<file path="config.mk">
export PLATFORM = sky130hd
export DESIGN_NAME = ordered_set_store
export DESIGN_NICKNAME = d
export VERILOG_FILES = /design/src/rtl/core/oss_pkg.sv /design/src/rtl/core/oss_ctrl.sv /design/src/rtl/core/oss_datapath.sv /design/src/rtl/core/ordered_set_store.sv
export SDC_FILE = /design/constraint.sdc
export NUM_CORES = 1
export LEC_CHECK = 0
export BUFFER_PORTS_ARGS = -buffer_cell sky130_fd_sc_hd__buf_2
export CAP_MARGIN = 10
export CORE_MARGIN = 2
export CORE_UTILIZATION = 55
export DETAILED_ROUTE_END_ITERATION = 8
export GPL_TIMING_DRIVEN = 1
export PLACE_DENSITY_LB_ADDON = 0.08
export SYNTH_ARGS = -nofsm -noshare
export SYNTH_HDL_FRONTEND = slang
export SYNTH_SLANG_ARGS = --single-unit
</file>
<file path="constraint.sdc">
create_clock -name clk -period 5.7 [get_ports clk]
set_input_delay 0.57 -clock clk [delete_from_list [all_inputs] [get_ports clk]]
set_output_delay 0.57 -clock clk [all_outputs]
set_load 0.02 [all_outputs]
</file>
<file path="src/rtl/core/oss_pkg.sv">
`default_nettype none

package oss_pkg;

  // Request codes carried on in_tuser
  localparam logic [1:0] ACT_INSERT = 2'd0;
  localparam logic [1:0] ACT_DELETE = 2'd1;
  localparam logic [1:0] ACT_QUERY  = 2'd2;
  localparam logic [1:0] ACT_SPARE  = 2'd3;

  // Result status codes
  localparam logic [1:0] ST_DONE     = 2'd0;
  localparam logic [1:0] ST_NOCHANGE = 2'd1;
  localparam logic [1:0] ST_FULL     = 2'd2;
  localparam logic [1:0] ST_QUERY    = 2'd3;

  // Width of the reported entry count
  localparam int unsigned OUT_CNT_W = 5;

  typedef enum logic [1:0] {
    S_IDLE,
    S_SCAN,
    S_SHIFT,
    S_FINISH
  } oss_state_t;

  // Read address selection for the store
  typedef enum logic [1:0] {
    RD_ZERO,
    RD_NEXT,
    RD_SKIP
  } oss_rd_t;

  // Commands from controller to datapath
  typedef struct packed {
    logic    load;
    oss_rd_t rd_sel;
    logic    idx_inc;
    logic    mark_hit;
    logic    shift_wr;
    logic    commit;
  } oss_cmd_t;

  // Status from datapath to controller
  typedef struct packed {
    logic cnt_zero;
    logic hit;
    logic scan_end;
    logic is_delete;
    logic out_free;
  } oss_stat_t;

endpackage

`default_nettype wire

</file>
<file path="src/rtl/core/oss_ctrl.sv">
`default_nettype none

module oss_ctrl (
  input  wire                     clk,
  input  wire                     rst_n,
  input  wire                     in_tvalid,
  output logic                    in_tready,
  input  wire oss_pkg::oss_stat_t stat,
  output oss_pkg::oss_cmd_t       cmd
);

  oss_pkg::oss_state_t state_r;
  oss_pkg::oss_state_t state_nxt;

  // State register
  always_ff @(posedge clk) begin
    if (!rst_n) begin
      state_r <= oss_pkg::S_IDLE;
    end else begin
      state_r <= state_nxt;
    end
  end

  // Next state and datapath commands
  always_comb begin
    state_nxt    = state_r;
    in_tready    = 1'b0;
    cmd          = '0;
    cmd.rd_sel   = oss_pkg::RD_ZERO;
    unique case (state_r)
      oss_pkg::S_IDLE: begin
        // Take no item while reset is held
        in_tready  = rst_n;
        cmd.rd_sel = oss_pkg::RD_ZERO;
        if (in_tvalid && rst_n) begin
          cmd.load  = 1'b1;
          state_nxt = stat.cnt_zero ? oss_pkg::S_FINISH : oss_pkg::S_SCAN;
        end
      end
      oss_pkg::S_SCAN: begin
        cmd.rd_sel = oss_pkg::RD_NEXT;
        if (stat.hit) begin
          cmd.mark_hit = 1'b1;
          state_nxt    = stat.is_delete ? oss_pkg::S_SHIFT : oss_pkg::S_FINISH;
        end else if (stat.scan_end) begin
          state_nxt = oss_pkg::S_FINISH;
        end else begin
          cmd.idx_inc = 1'b1;
        end
      end
      oss_pkg::S_SHIFT: begin
        cmd.rd_sel = oss_pkg::RD_SKIP;
        if (stat.scan_end) begin
          state_nxt = oss_pkg::S_FINISH;
        end else begin
          cmd.shift_wr = 1'b1;
          cmd.idx_inc  = 1'b1;
        end
      end
      oss_pkg::S_FINISH: begin
        if (stat.out_free) begin
          cmd.commit = 1'b1;
          state_nxt  = oss_pkg::S_IDLE;
        end
      end
      default: begin
        state_nxt = oss_pkg::S_IDLE;
      end
    endcase
  end

endmodule

`default_nettype wire

</file>
<file path="src/rtl/core/oss_datapath.sv">
`default_nettype none

module oss_datapath #(
  parameter int unsigned CAPACITY = 16
) (
  input  wire                clk,
  input  wire                rst_n,
  input  wire  [1:0]         in_action,
  input  wire  [31:0]        in_element,
  input  wire oss_pkg::oss_cmd_t cmd,
  output oss_pkg::oss_stat_t stat,
  output logic               out_valid,
  input  wire                out_ready,
  output logic               out_was_member,
  output logic [oss_pkg::OUT_CNT_W-1:0] out_entry_count,
  output logic [1:0]         out_status
);

  localparam int unsigned CNT_W = $clog2(CAPACITY + 1);
  localparam int unsigned IDX_W = (CAPACITY > 1) ? $clog2(CAPACITY) : 1;

  logic [31:0]      mem [CAPACITY];
  logic [31:0]      rd_data_r;
  logic [IDX_W-1:0] rd_addr;
  logic             wr_en;
  logic [IDX_W-1:0] wr_addr;
  logic [31:0]      wr_data;

  logic [1:0]       act_r;
  logic [31:0]      elem_r;
  logic [IDX_W-1:0] idx_r;
  logic             hit_r;
  logic [CNT_W-1:0] count_r;
  logic [CNT_W-1:0] count_nxt;
  logic [CNT_W-1:0] idx_ext;
  logic [CNT_W-1:0] idx_plus;
  logic             ins_ok;
  logic [1:0]       status_nxt;

  logic                          out_valid_r;
  logic                          was_member_r;
  logic [CNT_W+oss_pkg::OUT_CNT_W-1:0] count_wide;
  logic [oss_pkg::OUT_CNT_W-1:0] out_count_r;
  logic [1:0]                    out_status_r;

  assign idx_ext  = CNT_W'(idx_r);
  assign idx_plus = idx_ext + 1'b1;

  // Status toward the controller
  always_comb begin
    stat.cnt_zero  = (count_r == '0);
    stat.hit       = (rd_data_r == elem_r);
    stat.scan_end  = (idx_plus >= count_r);
    stat.is_delete = (act_r == oss_pkg::ACT_DELETE);
    stat.out_free  = !out_valid_r || out_ready;
  end

  // Select the prefetch address
  always_comb begin
    case (cmd.rd_sel)
      oss_pkg::RD_NEXT: rd_addr = idx_r + IDX_W'(1);
      oss_pkg::RD_SKIP: rd_addr = idx_r + IDX_W'(2);
      default:          rd_addr = '0;
    endcase
  end

  // Decide the outcome of the request at commit
  always_comb begin
    count_nxt  = count_r;
    ins_ok     = 1'b0;
    status_nxt = oss_pkg::ST_QUERY;
    unique case (act_r) inside
      oss_pkg::ACT_INSERT: begin
        if (hit_r) begin
          status_nxt = oss_pkg::ST_NOCHANGE;
        end else if (count_r >= CNT_W'(CAPACITY)) begin
          status_nxt = oss_pkg::ST_FULL;
        end else begin
          ins_ok     = 1'b1;
          count_nxt  = count_r + 1'b1;
          status_nxt = oss_pkg::ST_DONE;
        end
      end
      oss_pkg::ACT_DELETE: begin
        if (hit_r) begin
          count_nxt  = count_r - 1'b1;
          status_nxt = oss_pkg::ST_DONE;
        end else begin
          status_nxt = oss_pkg::ST_NOCHANGE;
        end
      end
      oss_pkg::ACT_QUERY, oss_pkg::ACT_SPARE: begin
        status_nxt = oss_pkg::ST_QUERY;
      end
      default: begin
        status_nxt = oss_pkg::ST_QUERY;
      end
    endcase
  end

  // Store write port: shift down during delete, append on insert
  always_comb begin
    wr_en   = cmd.shift_wr || (cmd.commit && ins_ok);
    wr_addr = cmd.shift_wr ? idx_r : count_r[IDX_W-1:0];
    wr_data = cmd.shift_wr ? rd_data_r : elem_r;
  end

  // Store with registered read
  always_ff @(posedge clk) begin
    if (wr_en) begin
      mem[wr_addr] <= wr_data;
    end
    rd_data_r <= mem[rd_addr];
  end

  // Hold the request and walk the index
  always_ff @(posedge clk) begin
    if (cmd.load) begin
      act_r  <= in_action;
      elem_r <= in_element;
      idx_r  <= '0;
    end else if (cmd.idx_inc) begin
      idx_r <= idx_r + IDX_W'(1);
    end
  end

  // Control state: hit flag, count and output valid
  always_ff @(posedge clk) begin
    if (!rst_n) begin
      hit_r       <= 1'b0;
      count_r     <= '0;
      out_valid_r <= 1'b0;
    end else begin
      if (cmd.load) begin
        hit_r <= 1'b0;
      end else if (cmd.mark_hit) begin
        hit_r <= 1'b1;
      end
      if (cmd.commit) begin
        count_r     <= count_nxt;
        out_valid_r <= 1'b1;
      end else if (out_ready) begin
        out_valid_r <= 1'b0;
      end
    end
  end

  assign count_wide = (CNT_W + oss_pkg::OUT_CNT_W)'(count_nxt);

  // Output register payload
  always_ff @(posedge clk) begin
    if (cmd.commit) begin
      was_member_r <= hit_r;
      out_count_r  <= count_wide[oss_pkg::OUT_CNT_W-1:0];
      out_status_r <= status_nxt;
    end
  end

  assign out_valid       = out_valid_r;
  assign out_was_member  = was_member_r;
  assign out_entry_count = out_count_r;
  assign out_status      = out_status_r;

`ifndef SYNTHESIS
  a_count_bound: assert property (@(posedge clk) disable iff (!rst_n)
    count_r <= CNT_W'(CAPACITY))
    else $error("entry count above capacity");

  a_no_overwrite: assert property (@(posedge clk) disable iff (!rst_n)
    cmd.commit |-> (!out_valid_r || out_ready))
    else $error("result committed over a waiting item");

  a_shift_in_range: assert property (@(posedge clk) disable iff (!rst_n)
    cmd.shift_wr |-> (hit_r && (idx_plus < count_r)))
    else $error("shift outside packed range");

  a_count_only_on_commit: assert property (@(posedge clk) disable iff (!rst_n)
    !cmd.commit |=> $stable(count_r))
    else $error("count changed without commit");
`endif

endmodule

`default_nettype wire

</file>
<file path="src/rtl/core/ordered_set_store.sv">
// Ordered set store: holds up to CAPACITY distinct 32-bit values in insertion
// order. Each input item carries a request code on in_tuser (0 insert,
// 1 delete, 2 or 3 membership query) and the element on in_tdata. Each item
// produces exactly one result item on out_tdata: was_member, the entry count
// after the request, and a status (0 done, 1 no change, 2 full, 3 query).
// Requests run one at a time. The store is a single-port-read memory scanned
// one entry per cycle, and a delete moves each later entry down one place
// per cycle through the same port. A request is scanned from the first entry
// until its element is found or the last entry is passed; an empty store is
// not scanned. in_tready is high only in the idle state between requests,
// so a new item is taken only once the last result has been committed.
// Reset empties the set at once; no clearing pass is needed.
// A finished result waits in an output register while the next item is
// accepted and processed; if out_tready stays low the block holds that next
// result until the register frees, and stops accepting meanwhile.
`default_nettype none

module ordered_set_store #(
  parameter int unsigned CAPACITY = 16
) (
  input  wire        clk,
  input  wire        rst_n,
  input  wire        in_tvalid,
  output logic       in_tready,
  input  wire [31:0] in_tdata,   // [31:0] element
  input  wire [1:0]  in_tuser,   // [1:0] action
  output logic       out_tvalid,
  input  wire        out_tready,
  output logic [7:0] out_tdata   // [0] was_member, [5:1] entry_count, [7:6] status
);

  oss_pkg::oss_cmd_t  cmd;
  oss_pkg::oss_stat_t stat;
  logic                          was_member;
  logic [oss_pkg::OUT_CNT_W-1:0] entry_count;
  logic [1:0]                    status;

  oss_ctrl u_ctrl (
    .clk       (clk),
    .rst_n     (rst_n),
    .in_tvalid (in_tvalid),
    .in_tready (in_tready),
    .stat      (stat),
    .cmd       (cmd)
  );

  oss_datapath #(
    .CAPACITY (CAPACITY)
  ) u_datapath (
    .clk             (clk),
    .rst_n           (rst_n),
    .in_action       (in_tuser),
    .in_element      (in_tdata),
    .cmd             (cmd),
    .stat            (stat),
    .out_valid       (out_tvalid),
    .out_ready       (out_tready),
    .out_was_member  (was_member),
    .out_entry_count (entry_count),
    .out_status      (status)
  );

  // Pack the result item
  assign out_tdata = {status, entry_count, was_member};

endmodule

`default_nettype wire

</file>
Yosys cells after proc, flatten, opt, wreduce, memory -nomap -nowiden
Memories as Yosys holds them, arrays and structs flattened. A register that Yosys moved wholly into a read port is not among the register bits.
Cells that the tools add are included.

storage, ports and cells
  flip-flop bits (word level) = 55
  memory bits (writable) = 512
  input port bits = 38
  output and inout port bits = 10
  word-level logic and storage cells = 76
  memories = 1

operators by class
  add/subtract/negate cells = 5
  order comparisons = 2
  equality and inequality tests = 9
  multiplexer cells = 37
  bitwise operators = 1
  reductions and logical operators = 11

memory list
  name            depth  width  rd ports  clocked after Yosys merged registers in  write ports  line                RTL
  u_datapath.mem  16     32     1         1                                        1            oss_datapath.sv:22  logic [31:0] mem [CAPACITY];

operators by type and width
  cell                                                      number
  equality test 32 bit                                      1
  two-way mux 32 bit                                        1
  two-way mux 1 bit                                         19
  two-way mux 5 bit                                         3
  two-way mux 2 bit                                         7
  one-hot mux 5 bit (2 select lines)                        1
  one-hot mux 2 bit (2 select lines)                        2
  one-hot mux 2 bit (4 select lines)                        1
  one-hot mux 4 bit (2 select lines)                        1
  equality test 2 x 1 -> 1 bit, second input constant       3
  equality test 2 bit, second input constant                3
  adder 4 x 1 -> 5 bit, second input constant               1
  adder 5 x 1 -> 5 bit, second input constant               1
  greater-or-equal comparator 5 bit                         1
  greater-or-equal comparator 5 bit, second input constant  1
  zero test 5 bit                                           1
  subtractor 5 x 1 -> 5 bit, second input constant          1
  adder 4 x 1 -> 4 bit, second input constant               1
  adder 4 x 2 -> 4 bit, second input constant               1
  zero test 2 bit                                           2
  two-way mux 4 bit                                         1
  logical AND 1 bit                                         2
  logical OR 1 bit                                          2
  inequality test 2 x 1 -> 1 bit, second input constant     1
  7 further kinds                                           7

Logic depth before layout (Yosys ltp)
Gate-level depths: netlist of run 1.

  depth after elaboration = 8
  gate-level depth with buffers = 10
  gate-level depth less buffers = 9

Hierarchy
Synthesis of run 1 repeated with hierarchy kept, for this count alone.

second synthesis, totals
  cells, all modules = 1,083
  area total of the unflattened synthesis = 23,119.7 µm²

by module, submodules not included
  module             instances  cells each  area each (µm²)  sequential area each (µm²)
  oss_datapath       1          1,049       22,829.4         17,496.8
  oss_ctrl           1          33          282.8            40.0
  ordered_set_store  1          1           7.5              0.0

Worst setup path after synthesis of run 1
No wires, ideal clock.

  path type = reg2reg
  start = register u_datapath.idx_r[0]
  end = memory u_datapath.mem[5][0], enable pin
  library setup time = 0.421 ns
  data arrival time = 3.545 ns
  required time = 5.279 ns
  slack = 1.734 ns
  stages on the path, launching flop included = 10
  buffers on the path = 1
  period minus slack after synthesis = 3.966 ns
  path through = dfxtp_1 ha_1 xor2_1 ha_1 a21o_1 a31oi_1 o211ai_1 clkbuf_1 o31a_1 nor2_1

on the way
  word-level cells in the longest chain between the ends = 7
  elaborated cells between the ends (all ways) = 8
  classes of those cells = add/sub: 1; order compare: 1; mux: 5; reduce/logical: 1

ends and longest elaborated chain
  element                                  line                 RTL
  from (decl)                              oss_datapath.sv:31   logic [IDX_W-1:0] idx_r;
  from (signal assigned)                   oss_datapath.sv:123  idx_r <= idx_r + IDX_W'(1);
  adder 4 x 1 -> 5 bit (*)                 oss_datapath.sv:47   assign idx_plus = idx_ext + 1'b1;
  named net u_datapath.idx_plus[2]         oss_datapath.sv:36   logic [CNT_W-1:0] idx_plus;
  greater-or-equal comparator 5 bit (*)    oss_datapath.sv:53   stat.scan_end = (idx_plus >= count_r);
  two-way mux 1 bit (*)                    oss_ctrl.sv:53       if (stat.scan_end) begin
  two-way mux 1 bit (*)                    oss_ctrl.sv:30       unique case (state_r)
  logical OR 1 bit                         oss_datapath.sv:103  wr_en = cmd.shift_wr || (cmd.commit && ins_ok);
  two-way mux 1 bit                        oss_datapath.sv:110  if (wr_en) begin
  two-way mux 1 bit (implied by the code)  oss_datapath.sv:111  mem[wr_addr] <= wr_data;
  to (decl)                                oss_datapath.sv:22

The timed path passes the listed nets; every way through them passes the cells marked *.

Worst setup path after layout of run 1
  start = register u_datapath.idx_r[0]
  end = memory u_datapath.mem[0][6], enable pin

Same word-level chain as after synthesis.

==> run_results.csv, run 1 <==
group,metric,value,unit
cts,clockBufferDepth,3,
sta,setup_tns,0,ns
global_routing,antenna_found_initial,0,
synth,synth.most_common_cell,"edfxtp_1",
setup_path,ff2ff_setup_slack,1.31,ns
sta,drv_slew,0,
power_and_ir_drop,power.density,434.7,nW/um2
synth,synthFlopType,"edfxtp_1",
synth,synth_top_area_cell,"edfxtp_1",
synth,syn_nets,1239,
floorplanning,boundaryPins,48,
sta,finalCritPeriodShare,77.00,%
sta,finalSetupViolCount,0,
route,ant_nets,0,
synth,muxShareOfSynthArea,16.44,%
placed_design,numPortBuffers,47,
global_routing,grt_remaining_overflow,0,
setup_path,slowest_delay,1.07,ns
final_layout,final_nets,1320,
setup_path,required,5.91,ns
setup_path,critPathLaunch,"u_datapath.idx_r[0]",
sta,rsz0062_at_grt,"no",
route,totalWireLength,49.95,mm
flow_run,cap_violations,0,
route,wl_per_cell,26.93,um
setup_path,reg2reg_from,"u_datapath.idx_r[0]",
floorplanning,die_y,210.7,um
cts,cts.htree.levels,2,
cts,cts_tree,"done",
power_and_ir_drop,sw_frac_of_total,25.96,%
synth,synth-adder-area-share,0.7986,%
power_and_ir_drop,power.leakage,9.519,nW
setup_path,crit_fanout,32,
setup_path,r2r-end,"u_datapath.mem[0][6]",
final_layout,fillers,2962,
setup_path,worstSetupPathType,"reg -> reg",
synth,ys_seq_elements,599,
cts,cts_hold_buf,0,
setup_path,worstPathArrival,4.60,ns
final_layout,drive_gt1_share,24.85,%
synth,synth_compound_area_share,1.672,%
synth,async_reset_ff_share,0,%
setup_path,crit_path_end_kind,"flip-flop",
setup_path,critPathSlowestCell,"nor2_4",
setup_path,endpoint,"u_datapath.mem[0][6]",
cts,cts-root-buf,"clkbuf_16",
floorplanning,num_rows,75,
synth,yosys-top-cells-area,"edfxtp_1 (71%), mux4_2 (12%), mux2i_1 (4.2%)",
min_path,hold_path_class,"in -> reg",
floorplanning,die_x,210.7,um
power_and_ir_drop,clkPwrFrac,35.2,%
final_layout,utilization,63.15,%
sta,tightest_slew,1.239,ns
sta,timing.final.hold_violations,0,
setup_path,path_cells,"ha_1, xor2_1, ha_1, a21o_1, a31oi_1, o211a_2, a31oi_1, nor2_4",
power_and_ir_drop,peakVddDrop,0.2853,mV
synth,synth_edf_count,554,
synth,syn_area,23500,um2
cts,cts_buffers,58,
global_routing,grt_start_max_net_pins,57,
synth,synth_top_area_share,70.79,%
cts,post_cts_buffers,0,
sta,fmax,227.8,MHz
sta,slew_headroom,17.23,%
synth,synthXorXnorAreaFrac,1.454,%
global_routing,grt_pass1_vias,11350,
setup_path,cp-start-kind,"flip-flop",
power_and_ir_drop,seqPwrFrac,46.3,%
power_and_ir_drop,comb_power_share,18.5,%
floorplanning,design.die.area,44400,um2
power_and_ir_drop,p_switching,2.995,mW
sta,finClkSkew,0.02638,ns
run_status,outcome,"finished, final reports clean",
route,drtIter0Drc,990,
synth,seq_area_frac_synth,74.62,%
cts,cts_resized,0,
final_layout,areaGrowthSynthToFinish,12.97,%
synth,yosys.area_share.simple,3.280,%
synth,synth_commonest_cells,"edfxtp_1 (554), mux4_2 (128), nand2_1 (118)",
setup_path,worstRegToRegCells,8,
global_routing,grt_usage,23.35,%
global_routing,grt_first_pass_wirelength,74.18,mm
synth,synth_cells,1186,
route,dr_total_vias,11180,
route,drt_first_pass_iters,5,
synth,synth_top_family_by_area,"multiplexers",
cts,path_clk_slew,0.06,ns
cts,insertion_delay,0.62,ns
sta,min_period,4.389,ns
placed_design,routabilityCongestion,0.8057,
synth,yosysWarnings,0,
route,drc_errors,0,
cts,cts.sinks,599,
synth,ys_types,49,
power_and_ir_drop,p_int,8.545,mW
route,viasPerCell,6.025,
floorplanning,initial_utilization,55.90,%
synth,avgSynthCellArea,19.81,um2
placed_design,hpwl,29.41,mm
final_layout,antenna_cells,0,
floorplanning,core_area,42040,um2
[cells by family (layout without fill, tap and decap cells)]
group,Yosys count,after routing
buffers and inverters,71,201
adder cells (fa/ha/maj),15,15
AND/OR/NAND/NOR,180,180
AO/OA/AOI/OAI,56,56
XOR/XNOR,39,39
flip-flops,599,599
multiplexers,226,226
[metrics by stage]
stage                     total power [mW]  setup WS [ns]  hold slack [ns]  area (um2)  instances
after global routing                 11.99          1.052          0.09686       26550       1855
after floorplan                      6.947          1.734           0.4064       23500       1186
after detailed placement             7.605          1.296           0.5476       24470       1745
final                                11.54          1.311           0.1203       26550       1855
after CTS                            11.65          1.251          0.08366       26520       1854
after global placement               7.588          1.374           0.5339       24470       1745
[flip-flops by register name, indices dropped and copies added (netlist names), 2 cells and up]
| register | flops |
|---|---|
| u_datapath.out_status | 2 |
| u_datapath.idx_r | 4 |
| u_datapath.act_r | 2 |
| u_datapath.mem | 512 |
| u_datapath.out_entry_count | 5 |
| u_datapath.count_r | 5 |
| u_ctrl.state_r | 2 |
| u_datapath.elem_r | 32 |
| u_datapath.rd_data_r | 32 |
[worst min path at each step]
stage | cells after the start | slack, ns | end | start
detailed placement | 2 | 0.55 | u_datapath.count_r[3] | u_datapath.count_r[3]
global placement | 2 | 0.53 | u_datapath.count_r[3] | u_datapath.count_r[3]
CTS | 1 | 0.08 | u_datapath.elem_r[27] | in_tdata[27]
global route | 1 | 0.1 | u_datapath.elem_r[15] | in_tdata[15]
floorplan | 0 | 0.41 | u_datapath.out_was_member | u_datapath.hit_r
finish | 1 | 0.12 | u_datapath.elem_r[27] | in_tdata[27]
[layer usage]
metal  part of all wire (%)  global-route usage, %
met1                     43                  33.13
met2                     50                  38.15
met3                    5.9                  4.029
met4                    1.8                  6.241
met5                      0                      0
[power groups by stage]
stage	registers [mW]	clock network [mW]	logic, mW
finish	5.35	4.06	2.13
detailed placement	5.44	0	2.17
floorplan	5.38	0	1.57
global route	5.37	4.31	2.32
global placement	5.43	0	2.15
CTS	5.35	4.13	2.18
[critical path: cells and delay by family, from the launching register on]
kind	cells	cell delay, ns
fa+ha+maj	2	0.55
simple gates	1	1.07
compound gates	4	1.57
xor+xnor	1	0.22
flops	1	0.55
[placed cells by master, fill, tap and decap left out, types with 4 or more instances in the layout]
cell type | synthesis | routed
a21oi_1 | 6 | 6
a31oi_1 | 9 | 9
buf_2 | 25 | 47
buf_4 | 1 | 26
bufinv_16 | 0 | 10
clkbuf_1 | 16 | 11
clkbuf_16 | 0 | 58
clkbuf_8 | 0 | 8
clkinv_1 | 0 | 5
clkinv_2 | 0 | 9
dfxtp_1 | 45 | 45
edfxtp_1 | 554 | 554
ha_1 | 15 | 15
inv_1 | 10 | 9
inv_2 | 5 | 6
mux2i_1 | 98 | 98
mux4_2 | 128 | 128
nand2_1 | 118 | 117
nand3_1 | 4 | 4
nor2_1 | 23 | 7
nor2_4 | 0 | 16
nor3_1 | 6 | 6
nor4_1 | 9 | 9
o211ai_1 | 6 | 6
o21a_1 | 4 | 4
o21ai_0 | 5 | 5
xnor2_1 | 6 | 6
xor2_1 | 33 | 33
[cell type report]
class                      instances  area, um2  area share, %
clock buffer                      77       1603          6.037
clock inverter                    32      450.4          1.697
inverter                          15      56.30         0.2121
multi-input combinational        516       5709          21.51
sequential                       599      17540          66.06
tap                              539      674.4          2.540
timing repair buffer              77      518.0          1.951
No activity file was read; power rests on OpenSTA's default activity.
==> run 2, diff against run 1 <==
==> constraint.sdc (replaced) <==
create_clock -name clk -period 4.1 [get_ports clk]
set_input_delay 0.41 -clock clk [delete_from_list [all_inputs] [get_ports clk]]
set_output_delay 0.41 -clock clk [all_outputs]
set_load 0.02 [all_outputs]
==> run_results.csv, run 2 (synthesis results as in run 1) <==
group,metric,value,unit
setup_path,slowest_delay,0.74,ns
cts,cts_tree,"done",
sta,drv_slew,0,
power_and_ir_drop,power.leakage,9.721,nW
final_layout,fin_area,26950,um2
setup_path,worstSetupPathType,"reg -> reg",
power_and_ir_drop,power.density,587.5,nW/um2
final_layout,utilization,64.12,%
sta,finClkSkew,0.01494,ns
global_routing,grt_remaining_overflow,0,
route,ant_nets,0,
cts,clockBufferDepth,3,
setup_path,path_cells,"ha_1, xor2_1, ha_1, a21o_1, a31oi_1, o211ai_1, and4_1, a31oi_1, nor2_4, buf_4",
final_layout,final_nets,1369,
final_layout,layout.cells.non_filler,1903,
setup_path,crit_family,"compound AO/OA/AOI/OAI gates",
min_path,hp-start,"rst_n",
floorplanning,initial_utilization,55.90,%
floorplanning,boundaryPins,48,
sta,tightest_slew,1.132,ns
setup_path,crit_path_end_kind,"flip-flop",
sta,whs,0.1175,ns
power_and_ir_drop,power,15.84,mW
cts,cts.sinks,599,
final_layout,final_common_cell,"edfxtp_1",
final_layout,top_register,"u_datapath.mem",
route,drc_errors,0,
min_path,hold_path_class,"in -> reg",
final_layout,largest_registers,"u_datapath.mem: 512 flops, u_datapath.elem_r: 32 flops, u_datapath.rd_data_r: 32 flops",
sta,fmax,264.9,MHz
floorplanning,die_x,210.7,um
setup_path,critPathSlowestCell,"a31oi_1",
setup_path,reg2reg_from,"u_datapath.idx_r[0]",
sta,timing.final.hold_violations,0,
sta,finalSetupViolCount,0,
min_path,whs_path_depth,3,
setup_path,worstRegToRegCells,10,
route,dr_total_vias,11480,
placed_design,routabilityCongestion,0.8086,
run_status,outcome,"finished, final reports clean",
cts,cts-root-buf,"clkbuf_16",
global_routing,grt_usage,23.36,%
placed_design,post_dp_cell_area,24650,um2
route,totalWireLength,50.32,mm
min_path,min_to,"u_datapath.hit_r",
setup_path,worstPathArrival,4.11,ns
global_routing,antenna_found_initial,0,
setup_path,crit_fanout,18,
flow_run,cap_violations,0,
sta,finalCritPeriodShare,92.06,%
final_layout,antenna_cells,0,
sta,rsz0062_at_grt,"no",
floorplanning,core_area,42040,um2
placed_design,numPortBuffers,47,
setup_path,required,4.44,ns
placed_design,dp_cells,1761,
setup_path,ff2ff_setup_slack,0.33,ns
placed_design,hpwl,29.23,mm
placed_design,dpl_worst_slack,0.4344,ns
sta,min_period,3.774,ns
cts,insertion_delay,0.63,ns
cts,path_clk_slew,0.07,ns
setup_path,cp-start-kind,"flip-flop",
route,viasPerCell,6.035,
final_layout,areaGrowthSynthToFinish,14.70,%
final_layout,drive_gt1_share,24.78,%
sta,slew_headroom,24.55,%
final_layout,largest_reg_flops,512,
global_routing,grt_pass1_vias,11690,
floorplanning,design.die.area,44400,um2
route,wl_per_cell,26.44,um
global_routing,grt_first_pass_wirelength,74.64,mm
floorplanning,num_rows,75,
setup_path,worst-path-buf-inv,1,
final_layout,final_cell_mix,"edfxtp_1 (554), mux4_2 (128), nand2_1 (117)",
power_and_ir_drop,peakVddDrop,0.4096,mV
cts,cts_buffers,58,
global_routing,grt_start_max_net_pins,85,
route,drt_first_pass_iters,5,
route,drtIter0Drc,914,
cts,cts.htree.levels,2,
final_layout,fillers,2902,
floorplanning,die_y,210.7,um
sta,fin_ws,0.3256,ns
sta,setup_tns,0,ns
cts,post_cts_buffers,0,
setup_path,r2r-end,"u_datapath.mem[13][24]",
-- run 2: per-layer routing --
metal	GRT usage [%]	routed length, um	vias up
met5	0	0	-
met2	38.47	24860	353
li1	-	-	5015
met4	6.921	1179	0
met3	3.762	2915	78
met1	32.74	21360	6038
-- run 2: worst reg2reg max path, cell delays in order (launching register included) --
cell      delay, ns
dfxtp_1        0.55
ha_1           0.27
xor2_1         0.21
ha_1           0.28
a21o_1         0.20
a31oi_1        0.32
o211ai_1       0.28
and4_1         0.27
a31oi_1        0.74
nor2_4         0.08
buf_4          0.28
-- run 2: layout make-up --
type                       count  area [um2]  share of cell area [%]
sequential                   599       17540                   65.06
multi-input combinational    516        5709                   21.18
inverter                      15       56.30                  0.2089
timing repair buffer         126        1013                   3.760
tap                          539       674.4                   2.502
clock buffer                  72        1597                   5.923
clock inverter                36       367.9                   1.365
-- run 2: how the worst max path moves through the flow --
stage | from | end | slack [ns] | cells past startpoint
6_report | u_datapath.idx_r[0] | u_datapath.mem[13][24] | 0.33 | 10
5_1_grt | u_datapath.idx_r[0] | u_datapath.mem[14][30] | 0.15 | 10
4_1_cts | u_datapath.idx_r[0] | u_datapath.mem[5][29] | 0.40 | 10
3_5_place_dp | u_datapath.idx_r[0] | u_datapath.mem[5][24] | 0.43 | 10
3_3_place_gp | u_datapath.idx_r[0] | u_datapath.mem[5][23] | 0.52 | 10
2_1_floorplan | u_datapath.idx_r[0] | u_datapath.mem[5][0] | 0.13 | 9
-- run 2: power by group --
| part | total [mW] | internal [mW] | switching [mW] |
|---|---|---|---|
| registers | 7.42 | 7.22 | 0.199 |
| clock network | 5.43 | 3.19 | 2.23 |
| logic | 2.99 | 1.30 | 1.69 |
-- run 2: timing repair --
item                                    in CTS  in global routing
endpoints found under the setup margin       0                  0
gates resized for setup                      0                  0
hold endpoints to repair                    34                  0
hold buffers                                34                  0
